File: config.mk
export PLATFORM = sky130hd
export DESIGN_NAME = i2c_master_write_then_read_sequencer
export DESIGN_NICKNAME = d
export VERILOG_FILES = /design/src/sv/i2cwr_pkg.sv /design/src/sv/i2c_master_write_then_read_sequencer.sv /design/src/sv/i2cwr_inreg.sv /design/src/sv/i2cwr_seq.sv
export VERILOG_INCLUDE_DIRS = /design/src /design/src/sv
export SDC_FILE = /design/constraint.sdc
export NUM_CORES = 1
export LEC_CHECK = 0
export BUFFER_PORTS_ARGS = -buffer_cell sky130_fd_sc_hd__buf_2
export CORE_ASPECT_RATIO = 1.1
export CORE_MARGIN = 4
export CORE_UTILIZATION = 57
export CTS_BUF_LIST = sky130_fd_sc_hd__clkbuf_16
export DETAILED_ROUTE_END_ITERATION = 7
export PLACE_DENSITY = 0.78
export SYNTH_ARGS = -nofsm -noshare
export SYNTH_HDL_FRONTEND = slang
export SYNTH_HIERARCHICAL = 1
export SYNTH_SLANG_ARGS = --single-unit
File: constraint.sdc
create_clock -name clock -period 3.4 [get_ports clock]
set_clock_uncertainty 0.15 [all_clocks]
set_input_delay 0.17 -clock clock [delete_from_list [all_inputs] [get_ports clock]]
set_output_delay 0.17 -clock clock [all_outputs]
set_load 0.05 [all_outputs]
File: src/sv/i2c_master_write_then_read_sequencer_assert.svh
// ----------------------------------------------------------------------------
// I2C write-then-read sequencer assertion macros
// Shared concurrent assertion forms, sampled on clock and disabled in reset.
// ----------------------------------------------------------------------------
`ifndef I2C_MASTER_WRITE_THEN_READ_SEQUENCER_ASSERT_SVH
`define I2C_MASTER_WRITE_THEN_READ_SEQUENCER_ASSERT_SVH

// same-cycle implication
`define I2CWR_ASSERT_SAME(label, ante, cons) \
   label: assert property (@(posedge clock) disable iff (reset) (ante) |-> (cons)) \
      else $error("i2cwr: same-cycle check failed");

// next-cycle implication
`define I2CWR_ASSERT_NEXT(label, ante, cons) \
   label: assert property (@(posedge clock) disable iff (reset) (ante) |=> (cons)) \
      else $error("i2cwr: next-cycle check failed");

`endif

File: src/sv/i2cwr_pkg.sv
// ----------------------------------------------------------------------------
// I2C write-then-read sequencer package
// Beat types, widths and status and acknowledge codes.
// ----------------------------------------------------------------------------
`default_nettype none

package i2cwr_pkg;

   localparam int LEN_BITS     = 8;
   localparam int TIMEOUT_BITS = 8;

   localparam logic [TIMEOUT_BITS-1:0] TIMEOUT_RESET = TIMEOUT_BITS'(100);

   localparam logic [2:0] STATUS_BUSY      = 3'd0;
   localparam logic [2:0] STATUS_DONE      = 3'd1;
   localparam logic [2:0] STATUS_ADDR_NACK = 3'd2;
   localparam logic [2:0] STATUS_DATA_NACK = 3'd3;
   localparam logic [2:0] STATUS_TIMEOUT   = 3'd4;

   localparam logic [1:0] ACK_KEEP    = 2'd0;
   localparam logic [1:0] ACK_ENABLE  = 2'd1;
   localparam logic [1:0] ACK_DISABLE = 2'd2;

   typedef struct packed {
      logic       sb_flag;
      logic       addr_flag;
      logic       btf_flag;
      logic       af_flag;
      logic       rxne_flag;
      logic [7:0] rx_data;
      logic [7:0] tx_data;
      logic [6:0] slave_address;
      logic [7:0] write_length;
      logic [7:0] read_length;
   } req_item_type;

   typedef struct packed {
      logic [2:0] status;
      logic       gen_start;
      logic       gen_stop;
      logic [1:0] ack_control;
      logic       tx_valid;
      logic [7:0] tx_byte;
      logic       addr_clear;
      logic       rx_valid;
      logic [7:0] rx_index;
      logic [7:0] rx_out;
      logic [7:0] next_write_index;
   } rsp_item_type;

endpackage

`default_nettype wire

File: src/sv/i2c_master_write_then_read_sequencer.sv
// ----------------------------------------------------------------------------
// I2C master write-then-read sequencer
// Each request beat is one poll of an I2C byte engine's flags; each poll gives
// exactly one response beat with the start, stop, acknowledge, transmit and
// receive commands for the engine and a status (busy, done, address nack,
// data nack, timeout). A transfer runs start, write address, write bytes,
// repeated start, read address, address clear and read bytes, then returns
// to start. One poll is taken every clock unless the response stalls; a
// poll waits in the input register and its response is registered in the
// result register. A stalled response holds the input register, which then
// stalls the request side. The user must write the timeout limit (reset 100)
// through the csr port while no poll is in flight; the block does not check.
// ----------------------------------------------------------------------------
`default_nettype none
`include "i2c_master_write_then_read_sequencer_assert.svh"

module i2c_master_write_then_read_sequencer import i2cwr_pkg::*; (
   input  logic                    clock,
   input  logic                    reset,
   input  logic                    req_valid,
   output logic                    req_stall,
   input  req_item_type            req_data,
   output logic                    rsp_valid,
   input  logic                    rsp_stall,
   output rsp_item_type            rsp_data,
   input  logic                    csr_wr_en,
   input  logic [TIMEOUT_BITS-1:0] csr_wr_data
);

   logic         in_valid;
   req_item_type in_item;
   logic         in_take;

   i2cwr_inreg u_inreg (
      .clock     (clock),
      .reset     (reset),
      .req_valid (req_valid),
      .req_stall (req_stall),
      .req_data  (req_data),
      .in_valid  (in_valid),
      .in_item   (in_item),
      .in_take   (in_take)
   );

   i2cwr_seq u_seq (
      .clock       (clock),
      .reset       (reset),
      .csr_wr_en   (csr_wr_en),
      .csr_wr_data (csr_wr_data),
      .in_valid    (in_valid),
      .in_item     (in_item),
      .in_take     (in_take),
      .rsp_valid   (rsp_valid),
      .rsp_stall   (rsp_stall),
      .rsp_data    (rsp_data)
   );

   `I2CWR_ASSERT_SAME(a_end_has_stop, rsp_valid && rsp_data.status != STATUS_BUSY, rsp_data.gen_stop)
   `I2CWR_ASSERT_SAME(a_stall_chain, in_valid && rsp_valid && rsp_stall, req_stall)
   `I2CWR_ASSERT_NEXT(a_poll_answers, in_valid && !rsp_valid, rsp_valid)

endmodule

`default_nettype wire

File: src/sv/i2cwr_inreg.sv
// ----------------------------------------------------------------------------
// I2C write-then-read sequencer input stage
// Registers one request beat and holds it until the sequencer takes it.
// ----------------------------------------------------------------------------
`default_nettype none

module i2cwr_inreg import i2cwr_pkg::*; (
   input  logic         clock,
   input  logic         reset,
   input  logic         req_valid,
   output logic         req_stall,
   input  req_item_type req_data,
   output logic         in_valid,
   output req_item_type in_item,
   input  logic         in_take
);

   logic         valid_ff;
   req_item_type item_ff;

   assign req_stall = valid_ff && !in_take;
   assign in_valid  = valid_ff;
   assign in_item   = item_ff;

   always_ff @(posedge clock) begin
      if (reset) begin
         valid_ff <= 1'b0;
      end else if (!req_stall) begin
         valid_ff <= req_valid;
      end
      if (!req_stall && req_valid) begin
         item_ff <= req_data;
      end
   end

endmodule

`default_nettype wire

File: src/sv/i2cwr_seq.sv
// ----------------------------------------------------------------------------
// I2C write-then-read sequencer core
// Phase machine, byte and timeout counters, and the result register.
// ----------------------------------------------------------------------------
`default_nettype none

module i2cwr_seq import i2cwr_pkg::*; (
   input  logic                    clock,
   input  logic                    reset,
   input  logic                    csr_wr_en,
   input  logic [TIMEOUT_BITS-1:0] csr_wr_data,
   input  logic                    in_valid,
   input  req_item_type            in_item,
   output logic                    in_take,
   output logic                    rsp_valid,
   input  logic                    rsp_stall,
   output rsp_item_type            rsp_data
);

   typedef enum logic [2:0] {
      PH_START      = 3'd0,
      PH_WR_ADDR    = 3'd1,
      PH_WR_BYTES   = 3'd2,
      PH_RESTART    = 3'd3,
      PH_RD_ADDR    = 3'd4,
      PH_CLEAR_ADDR = 3'd5,
      PH_RD_BYTES   = 3'd6
   } phase_type;

   phase_type               phase_ff, phase_in;
   logic [LEN_BITS-1:0]     count_ff, count_in;
   logic [LEN_BITS-1:0]     wlen_ff, wlen_in;
   logic [LEN_BITS-1:0]     rlen_ff, rlen_in;
   logic [TIMEOUT_BITS-1:0] stall_ff, stall_in, stall_sat;
   logic [TIMEOUT_BITS-1:0] timeout_ff;
   logic                    rsp_valid_ff;
   rsp_item_type            rsp_data_ff, rsp_data_in;
   logic                    ended;
   logic                    fire;

   assign in_take   = !rsp_valid_ff || !rsp_stall;
   assign fire      = in_valid && in_take;
   assign rsp_valid = rsp_valid_ff;
   assign rsp_data  = rsp_data_ff;

   assign stall_sat = (stall_ff == '1) ? stall_ff : stall_ff + TIMEOUT_BITS'(1);

   always_comb begin
      phase_in    = phase_ff;
      count_in    = count_ff;
      wlen_in     = wlen_ff;
      rlen_in     = rlen_ff;
      stall_in    = stall_ff;
      rsp_data_in = '0;
      ended       = 1'b0;

      case (phase_ff)
         PH_WR_ADDR: begin
            if (in_item.sb_flag) begin
               rsp_data_in.tx_valid = 1'b1;
               rsp_data_in.tx_byte  = {in_item.slave_address, 1'b0};
               phase_in             = PH_WR_BYTES;
            end else begin
               stall_in = stall_sat;
            end
         end
         PH_WR_BYTES: begin
            if (in_item.addr_flag) begin
               if (in_item.af_flag) begin
                  rsp_data_in.gen_stop = 1'b1;
                  rsp_data_in.status   = STATUS_ADDR_NACK;
                  phase_in             = PH_START;
                  ended                = 1'b1;
               end else begin
                  rsp_data_in.addr_clear = 1'b1;
                  rsp_data_in.tx_valid   = 1'b1;
                  rsp_data_in.tx_byte    = in_item.tx_data;
                  count_in               = LEN_BITS'(1);
                  phase_in               = PH_RESTART;
                  stall_in               = '0;
               end
            end else begin
               stall_in = stall_sat;
            end
         end
         PH_RESTART: begin
            if (in_item.btf_flag) begin
               if (in_item.af_flag) begin
                  rsp_data_in.gen_stop = 1'b1;
                  rsp_data_in.status   = STATUS_DATA_NACK;
                  phase_in             = PH_START;
                  ended                = 1'b1;
               end else begin
                  stall_in = '0;
                  if (count_ff < wlen_ff) begin
                     rsp_data_in.tx_valid = 1'b1;
                     rsp_data_in.tx_byte  = in_item.tx_data;
                     count_in             = count_ff + LEN_BITS'(1);
                  end else begin
                     rsp_data_in.gen_start = 1'b1;
                     phase_in              = PH_RD_ADDR;
                  end
               end
            end else begin
               stall_in = stall_sat;
            end
         end
         PH_RD_ADDR: begin
            if (in_item.sb_flag) begin
               rsp_data_in.tx_valid = 1'b1;
               rsp_data_in.tx_byte  = {in_item.slave_address, 1'b1};
               phase_in             = PH_CLEAR_ADDR;
               if (rlen_ff == LEN_BITS'(1)) begin
                  rsp_data_in.ack_control = ACK_DISABLE;
               end
            end else begin
               stall_in = stall_sat;
            end
         end
         PH_CLEAR_ADDR: begin
            if (in_item.addr_flag) begin
               if (in_item.af_flag) begin
                  rsp_data_in.gen_stop = 1'b1;
                  rsp_data_in.status   = STATUS_ADDR_NACK;
                  phase_in             = PH_START;
                  ended                = 1'b1;
               end else begin
                  rsp_data_in.addr_clear = 1'b1;
                  count_in               = '0;
                  phase_in               = PH_RD_BYTES;
                  stall_in               = '0;
               end
            end else begin
               stall_in = stall_sat;
            end
         end
         PH_RD_BYTES: begin
            if (rlen_ff > LEN_BITS'(1) && count_ff == rlen_ff - LEN_BITS'(2)) begin
               rsp_data_in.ack_control = ACK_DISABLE;
            end
            if (in_item.rxne_flag) begin
               rsp_data_in.rx_valid = 1'b1;
               rsp_data_in.rx_index = 8'(count_ff);
               rsp_data_in.rx_out   = in_item.rx_data;
               count_in             = count_ff + LEN_BITS'(1);
               if (count_in >= rlen_ff) begin
                  rsp_data_in.gen_stop    = 1'b1;
                  rsp_data_in.ack_control = ACK_ENABLE;
                  rsp_data_in.status      = STATUS_DONE;
                  phase_in                = PH_START;
                  ended                   = 1'b1;
               end
            end else begin
               stall_in = stall_sat;
            end
         end
         default: begin
            stall_in                = '0;
            count_in                = '0;
            wlen_in                 = LEN_BITS'(in_item.write_length);
            rlen_in                 = LEN_BITS'(in_item.read_length);
            rsp_data_in.gen_start   = 1'b1;
            rsp_data_in.ack_control = ACK_ENABLE;
            phase_in                = PH_WR_ADDR;
         end
      endcase

      if (!ended && stall_in > timeout_ff) begin
         rsp_data_in.gen_stop = 1'b1;
         rsp_data_in.status   = STATUS_TIMEOUT;
         phase_in             = PH_START;
      end

      if (phase_in inside {PH_WR_ADDR, PH_WR_BYTES, PH_RESTART}) begin
         rsp_data_in.next_write_index = 8'(count_in);
      end
   end

   always_ff @(posedge clock) begin
      if (reset) begin
         phase_ff     <= PH_START;
         count_ff     <= '0;
         wlen_ff      <= '0;
         rlen_ff      <= '0;
         stall_ff     <= '0;
         timeout_ff   <= TIMEOUT_RESET;
         rsp_valid_ff <= 1'b0;
      end else begin
         if (csr_wr_en) begin
            timeout_ff <= csr_wr_data;
         end
         if (fire) begin
            phase_ff     <= phase_in;
            count_ff     <= count_in;
            wlen_ff      <= wlen_in;
            rlen_ff      <= rlen_in;
            stall_ff     <= stall_in;
            rsp_valid_ff <= 1'b1;
         end else if (!rsp_stall) begin
            rsp_valid_ff <= 1'b0;
         end
      end
      if (fire) begin
         rsp_data_ff <= rsp_data_in;
      end
   end

endmodule

`default_nettype wire
==> flow_summary.json, run 1 <==
{
  "seq_area_um2": 3487,
  "worstHoldEndpoint": "u_seq/timeout_ff[2]$_SDFFE_PP1P_",
  "cts_buffers": 17,
  "antennaDiodeCount": 0,
  "vias_per_cell": 5.748,
  "clk_latency_ns": 0.41,
  "dieArea_um2": 13090,
  "rows": 40,
  "clock_sinks": 131,
  "grt_use_total_pct": 25.97,
  "fin_setup_tns_ns": 0,
  "cts.path.max_buffers": 2,
  "ff2ff_path_depth": 13,
  "layout.nets": 868,
  "antenna_found_initial": 0,
  "synthDistinctLibCells": 72,
  "cp-end-kind": "flop",
  "hold_slack_ns": 0.01719,
  "coreArea_um2": 11010,
  "cts_tree": "done",
  "worstSetupStartpoint": "u_inreg/in_item[43]$_DFFE_PP_",
  "rsz0062_at_grt": "yes",
  "cp_num_buf_inv": 3,
  "status": "complete, no violations",
  "crit_slowest_cell": "edfxtp_1",
  "hold_depth": 3,
  "r2r-start": "u_inreg/in_item[43]$_DFFE_PP_",
  "area_growth_pct": 30.70,
  "netlist_instances": 604,
  "wl_per_cell_um": 17.64,
  "finalCritPeriodShare_pct": 98.10,
  "gp_congestion": 0.9733,
  "synth-edff-count": 86,
  "drc": 0,
  "async_flop_share_pct": 0,
  "synth_area_um2": 6452,
  "syn-num-nets": 687,
  "p_per_area_nw_per_um2": 461.5,
  "dieWidth_um": 109.4,
  "drtIter0Drc": 336,
  "worstReg2RegEnd": "u_seq/rsp_data[3]$_SDFFCE_PN0P_",
  "grt_max_degree": 46,
  "slew_headroom_pct": 31.97,
  "postRouteAntennaNets": 0,
  "start_util_pct": 58.60,
  "dpl-instance-area_um2": 7226,
  "worstPathCellList": "mux2i_2, mux4_2, buf_4, nand2_1, a31oi_1, ha_1, a21oi_1, a21oi_1, o22ai_1, buf_4, nor3_4, buf_12, a211oi_2",
  "drive_gt1_share_pct": 25.97,
  "min_path_type": "in2reg",
  "leakagePower_nw": 3.392,
  "cp.arrival_ns": 3.43,
  "cap_violations": 0,
  "grt_overflow": 0,
  "hpwl_um": 10460,
  "min_from": "csr_wr_en",
  "placed_cells": 851,
  "drt_pass1_iterations": 7,
  "port_buffers": 100,
  "io_pins": 101,
  "hold_viol": 0,
  "htree_levels": 4,
  "vias": 5426,
  "tightest_slew_ns": 1.017,
  "synth_flop_cell": "edfxtp_1",
  "power_mw": 3.892,
  "yosys_warnings": 6,
  "die_h_um": 119.6,
  "min_period_ns": 3.335,
  "critPathKind": "reg2reg",
  "critPathMaxStageDelay_ns": 0.49,
  "cts_root_buffer": "clkbuf_16",
  "cpLargestDelayFamily": "compound AO/OA/AOI/OAI gates",
  "maxSlewViolCount": 0,
  "drt_wl_total_um": 16650,
  "stdcell_area_um2": 8433,
  "clk_pin_slew_ns": 0.06,
  "setup_viol": 0,
  "start_kind": "flop",
  "fmax_ghz": 0.2998,
  "nFillCells": 702,
  "fin_cells": 944,
  "critPathMaxFanout": 10,
  "ys_ff_latch": 131,
  "grt_pass1_vias": 5384,
  "rrSetupSlack_ns": 0.06,
  "yosysSeqAreaShare_pct": 53.98,
  "grt_pass1_wl_um": 26220,
  "worst_ir_drop_vdd_uv": 279.9,
  "cp.required_ns": 3.49,
  "multi_input_area_um2": 2740,
  "synth.avg_cell_area_um2": 10.68
}
-- tightest hold or removal path, cell delays in order --
cell and delay (ns):
buf_2 0.19, nand2_1 0.09, o211ai_1 0.07
-- per-layer routing --
layer  up-vias  global-route usage [%]  wire length (um)
met5         -                       0                 0
met4         0                   11.77               541
met3        51                   6.563              1123
met2       243                   44.77              8836
met1      2554                   29.95              6147
li1       2578                       -                 -
-- what timing repair did --
action	4_1_cts	5_1_grt
buffers inserted	0	6
hold endpoints to repair	54	0
resized for setup	0	15
hold buffers	55	0
setup endpoints to repair	0	13
-- cell usage after synthesis (4+ instances only) --
cell type,instances,share of area [%]
a21oi_1,48,3.7
a22o_1,9,1.2
a22oi_1,4,0.47
and2_1,19,1.8
and3_1,6,0.58
buf_2,12,0.93
buf_6,5,0.87
clkbuf_1,10,0.58
dfxtp_1,45,14
edfxtp_1,86,40
ha_1,26,5.0
inv_1,32,1.9
mux2i_1,10,1.6
nand2_1,74,4.3
nand2b_1,7,0.68
nand3_1,20,1.6
nand4_1,5,0.48
nor2_1,35,2.0
nor2b_1,6,0.58
nor3_1,12,0.93
o211ai_1,10,1.2
o21ai_0,28,2.2
o22ai_1,7,0.68
xnor2_1,8,1.1
xor2_1,6,0.81
-- metrics by stage --
step	utilization (%)	setup WS (ns)
after global routing	76.59	-0.02329
after CTS	75.55	0.07760
after detailed placement	65.63	0.1094
final	76.59	0.06459
after global placement	65.63	0.2146
after floorplan	-	0.03042
-- cell usage in the layout, fill, tap and decap left out, drive strengths merged, types with 5 or more instances in the layout --
cell type / synthesis / layout
nor3: 14 / 14
nand2: 74 / 74
o21ai: 31 / 31
dlygate4sd3: 0 / 55
edfxtp: 86 / 86
and2: 19 / 19
nor2: 37 / 37
o22ai: 7 / 7
clkinv: 1 / 10
and3: 6 / 6
nor2b: 7 / 7
nand4: 5 / 5
ha: 26 / 26
buf: 20 / 136
clkbuf: 10 / 17
xor2: 6 / 6
nand2b: 9 / 9
xnor2: 8 / 8
mux2i: 10 / 10
dfxtp: 45 / 45
a21oi: 51 / 51
a22o: 9 / 9
inv: 33 / 34
nand3: 21 / 21
o211ai: 12 / 12
-- power breakdown --
group	internal, mW	leakage, nW	total, mW	switching [mW]
logic	0.167	1.94	0.428	0.262
registers	1.77	1.19	1.80	0.0323
clock network	0.994	0.262	1.66	0.667
total	2.93	3.39	3.89	0.961
-- kinds of logic (layout without fill, tap and decap cells) --
group / count (synthesis) / after routing / synth area share [%]
muxes: 12 / 13 / 2.075
adders and majority gates: 26 / 26 / 5.042
DFF: 131 / 131 / 53.98
AOI/OAI and AO/OA: 158 / 158 / 17.12
and+or+nand+nor: 199 / 199 / 15.24
xor gates and xnor gates: 14 / 14 / 1.900
buffers and inverters: 64 / 256 / 4.635
-- flip-flops by register name, summed over array words and instances (netlist names) --
register          cells
u_inreg/in_valid      1
u_seq/rlen_ff         8
u_seq/stall_ff        8
u_seq/wlen_ff         8
u_seq/count_ff        8
u_seq/rsp_valid       1
u_inreg/in_item      44
u_seq/phase_ff        3
u_seq/rsp_data       42
u_seq/timeout_ff      8
-- worst max-delay path by stage --
stage                                      end  slack [ns]  cells after the start
2_1_floorplan     u_inreg/in_item[0]$_DFFE_PP_        0.03                      3
6_report       u_seq/rsp_data[3]$_SDFFCE_PN0P_        0.06                     13
3_3_place_gp    u_seq/phase_ff[1]$_SDFFE_PP0P_        0.21                     14
3_5_place_dp   u_seq/rsp_data[3]$_SDFFCE_PN0P_        0.11                     16
5_1_grt        u_seq/rsp_data[3]$_SDFFCE_PN0P_       -0.02                     13
4_1_cts        u_seq/rsp_data[3]$_SDFFCE_PN0P_        0.08                     16
-- cell type report --
cell class / count / area share (%)
Inverter: 34 / 1.543
Multi-Input combinational cell: 410 / 32.49
Clock inverter: 14 / 1.380
Clock buffer: 17 / 5.045
Timing Repair Buffer: 191 / 16.01
Tap cell: 147 / 2.181
Sequential cell: 131 / 41.35
No activity file was read; power rests on OpenSTA's default activity.
==> run 2: changes to the inputs <==
Settings changed: ABC_AREA set to 1.
==> run 2 against run 1 <==
Effect of this change: synthesized cell count rose by 13%; setup slack improved by 0.096 ns; wire length fell by 0.31%; register-to-register slack improved by 0.096 ns; critical path type unchanged; non-clock buffer count shrank 17; flip-flop and latch count stayed put; global-route usage is 0.64 points higher; utilization grew 1.8 points; via count is 0.57% higher; first-iteration DRC count rose by 5.4%; power grew 14%; clock power rose by 14%.
==> flow_summary.json, run 2 <==
{
  "start_kind": "flop",
  "clock_sinks": 131,
  "hpwl_um": 10130,
  "nFillCells": 699,
  "async_flop_share_pct": 0,
  "netlist_instances": 684,
  "min_path_type": "in2reg",
  "cap_violations": 0,
  "yosys.area_share.adder_pct": 5.181,
  "p_int_mw": 3.265,
  "yosys-top-cells-count": "128 x nand2_1, 100 x inv_1, 86 x edfxtp_1, 56 x a21oi_1, 51 x nor2_1",
  "dpl-instance-area_um2": 6974,
  "power_switching_mw": 1.180,
  "drt_pass1_iterations": 5,
  "dieWidth_um": 108.1,
  "p_per_area_nw_per_um2": 535.2,
  "synth_most_common_cell": "nand2_1",
  "tightest_slew_ns": 1.007,
  "min_period_ns": 3.239,
  "clk_latency_ns": 0.42,
  "cts.path.max_buffers": 2,
  "cpMostUsedCell": "nand2_1",
  "synth_flop_cell": "edfxtp_1",
  "setup_ws_ns": 0.1606,
  "wl_per_cell_um": 16.32,
  "synth-compound-area-share_pct": 10.38,
  "vias": 5457,
  "largest_register_ffs": 44,
  "dieArea_um2": 12760,
  "port_buffers": 100,
  "crit_slowest_cell": "dfxtp_2",
  "fin_setup_tns_ns": 0,
  "start_util_pct": 59.29,
  "grt_pass1_vias": 5467,
  "slew_headroom_pct": 32.72,
  "grt_overflow": 0,
  "layout.nets": 944,
  "cts_tree": "done",
  "worst_ir_drop_vdd_uv": 445.7,
  "critPathMaxStageDelay_ns": 0.41,
  "critPathKind": "reg2reg",
  "drt_wl_total_um": 16600,
  "synth.avg_cell_area_um2": 9.179,
  "cts_buffers": 17,
  "area_growth_pct": 32.28,
  "critPathMaxFanout": 10,
  "antenna_found_initial": 0,
  "synth-simple-area-share_pct": 19.95,
  "ys_ff_latch": 131,
  "die_h_um": 118.1,
  "fin_cells": 1017,
  "cts_root_buffer": "clkbuf_16",
  "synthDistinctLibCells": 41,
  "p_seq_share_pct": 41.8,
  "vias_per_cell": 5.366,
  "yosysSeqAreaShare_pct": 55.48,
  "finalCritPeriodShare_pct": 95.28,
  "synth_xor_xnor_area_share_pct": 1.395,
  "hold_viol": 0,
  "netlist.area_leader.share_pct": 41.13,
  "hold_depth": 2,
  "clk_pin_slew_ns": 0.06,
  "pwr-share-clk_pct": 42.5,
  "multi_input_area_um2": 2379,
  "power_frac_comb_pct": 15.7,
  "antennaDiodeCount": 0,
  "fmax_ghz": 0.3087,
  "drive_gt1_share_pct": 23.34,
  "cp_num_buf_inv": 5,
  "ff2ff_path_depth": 25,
  "path_depth": 25,
  "maxSlewViolCount": 0,
  "stdcell_area_um2": 8305,
  "seq_area_um2": 3495,
  "grt_use_total_pct": 26.61,
  "synth_top_family_by_area": "simple AND/OR/NAND/NOR gates",
  "synthTopCellsByArea": "edfxtp_1 41%, dfxtp_1 14%, nand2_1 7.7%, inv_1 6.0%, ha_1 5.2%",
  "leakagePower_nw": 3.816,
  "syn-num-nets": 767,
  "cpLargestDelayFamily": "simple AND/OR/NAND/NOR gates",
  "swShare_pct": 26.54,
  "setup_viol": 0,
  "htree_levels": 4,
  "drc": 0,
  "grt_max_degree": 49,
  "mostFrequentLayoutCells": "126 x nand2_1, 100 x inv_1, 100 x buf_2",
  "rows": 39,
  "layout_commonest_cell": "nand2_1",
  "cp.arrival_ns": 3.26,
  "synth_top_area_cell": "edfxtp_1",
  "dp_slack_ns": 0.1218,
  "cp.required_ns": 3.43,
  "cp-end-kind": "flop",
  "yosys_warnings": 6,
  "io_pins": 101,
  "placed_cells": 919,
  "grt_pass1_wl_um": 26250,
  "drtIter0Drc": 354,
  "muxShareOfSynthArea_pct": 0,
  "synth-edff-count": 86,
  "hold_slack_ns": 0.04929,
  "coreArea_um2": 10590,
  "gp_congestion": 0.9019,
  "synth_area_um2": 6279,
  "postRouteAntennaNets": 0,
  "status": "complete, no violations"
}
[run 2: cell count changes after synthesis, moves of 13 or more]
cell     before  now
inv_1        32  100
o21ai_0      28   41
and2_1       19    2
nand2_1      74  128
nor2_1       35   51
nand3_1      20   41
[run 2: logic make-up after synthesis]
| kind of cell | count (synthesis) |
|---|---|
| compound gates | 122 |
| buf+inv | 126 |
| fa+ha+maj | 26 |
| flops | 131 |
| simple gates | 269 |
| xor+xnor | 10 |
[run 2: worst paths after layout]
| kind | from | slack (ns) | end |
|---|---|---|---|
| max | u_seq/phase_ff[0]$_SDFFE_PP0P_ | 0.16 | u_seq/rsp_data[3]$_SDFFCE_PN0P_ |
| max reg2reg | u_seq/phase_ff[0]$_SDFFE_PP0P_ | 0.16 | u_seq/rsp_data[3]$_SDFFCE_PN0P_ |
| min reg2reg | u_seq/timeout_ff[7]$_SDFFE_PP0P_ | 0.31 | u_seq/timeout_ff[7]$_SDFFE_PP0P_ |
| min | reset | 0.05 | u_seq/rsp_valid$_SDFFE_PP0P_ |
[run 2: power groups by stage]
stage,clock [mW],combinational (mW),sequential (mW)
2_1_floorplan,0,0.349,1.96
3_3_place_gp,0,0.584,1.88
3_5_place_dp,0,0.603,1.88
4_1_cts,1.91,0.662,1.85
5_1_grt,1.99,0.764,1.86
6_report,1.89,0.698,1.86
[run 2: layout make-up]
class | instances | area share (%)
Sequential cell | 131 | 42.08
Multi-Input combinational cell | 427 | 28.64
Timing Repair Buffer | 174 | 14.70
Clock buffer | 17 | 5.122
Tap cell | 143 | 2.154
Inverter | 110 | 5.017
Clock inverter | 15 | 2.290
[run 2: metal layers]
layer / track usage, % / vias to the layer above / share of wire, %
met5: 0 / - / 0
met4: 12.39 / 0 / 2.9
met3: 5.979 / 52 / 7.3
met2: 45.14 / 275 / 50
met1: 31.78 / 2501 / 39
li1: - / 2629 / -
[run 2: what timing repair did]
action                     CTS  global route
hold buffers                61             0
setup endpoints to repair    0            10
resized for setup            0            21
buffers inserted             0             5
hold endpoints to repair    54             0
[run 2: metrics by stage]
stage               util, %  power [mW]
detailed placement    65.86       2.486
global route          78.44       4.618
floorplan                 -       2.314
global placement      65.86       2.464
CTS                   77.44       4.424
finish                78.44       4.445
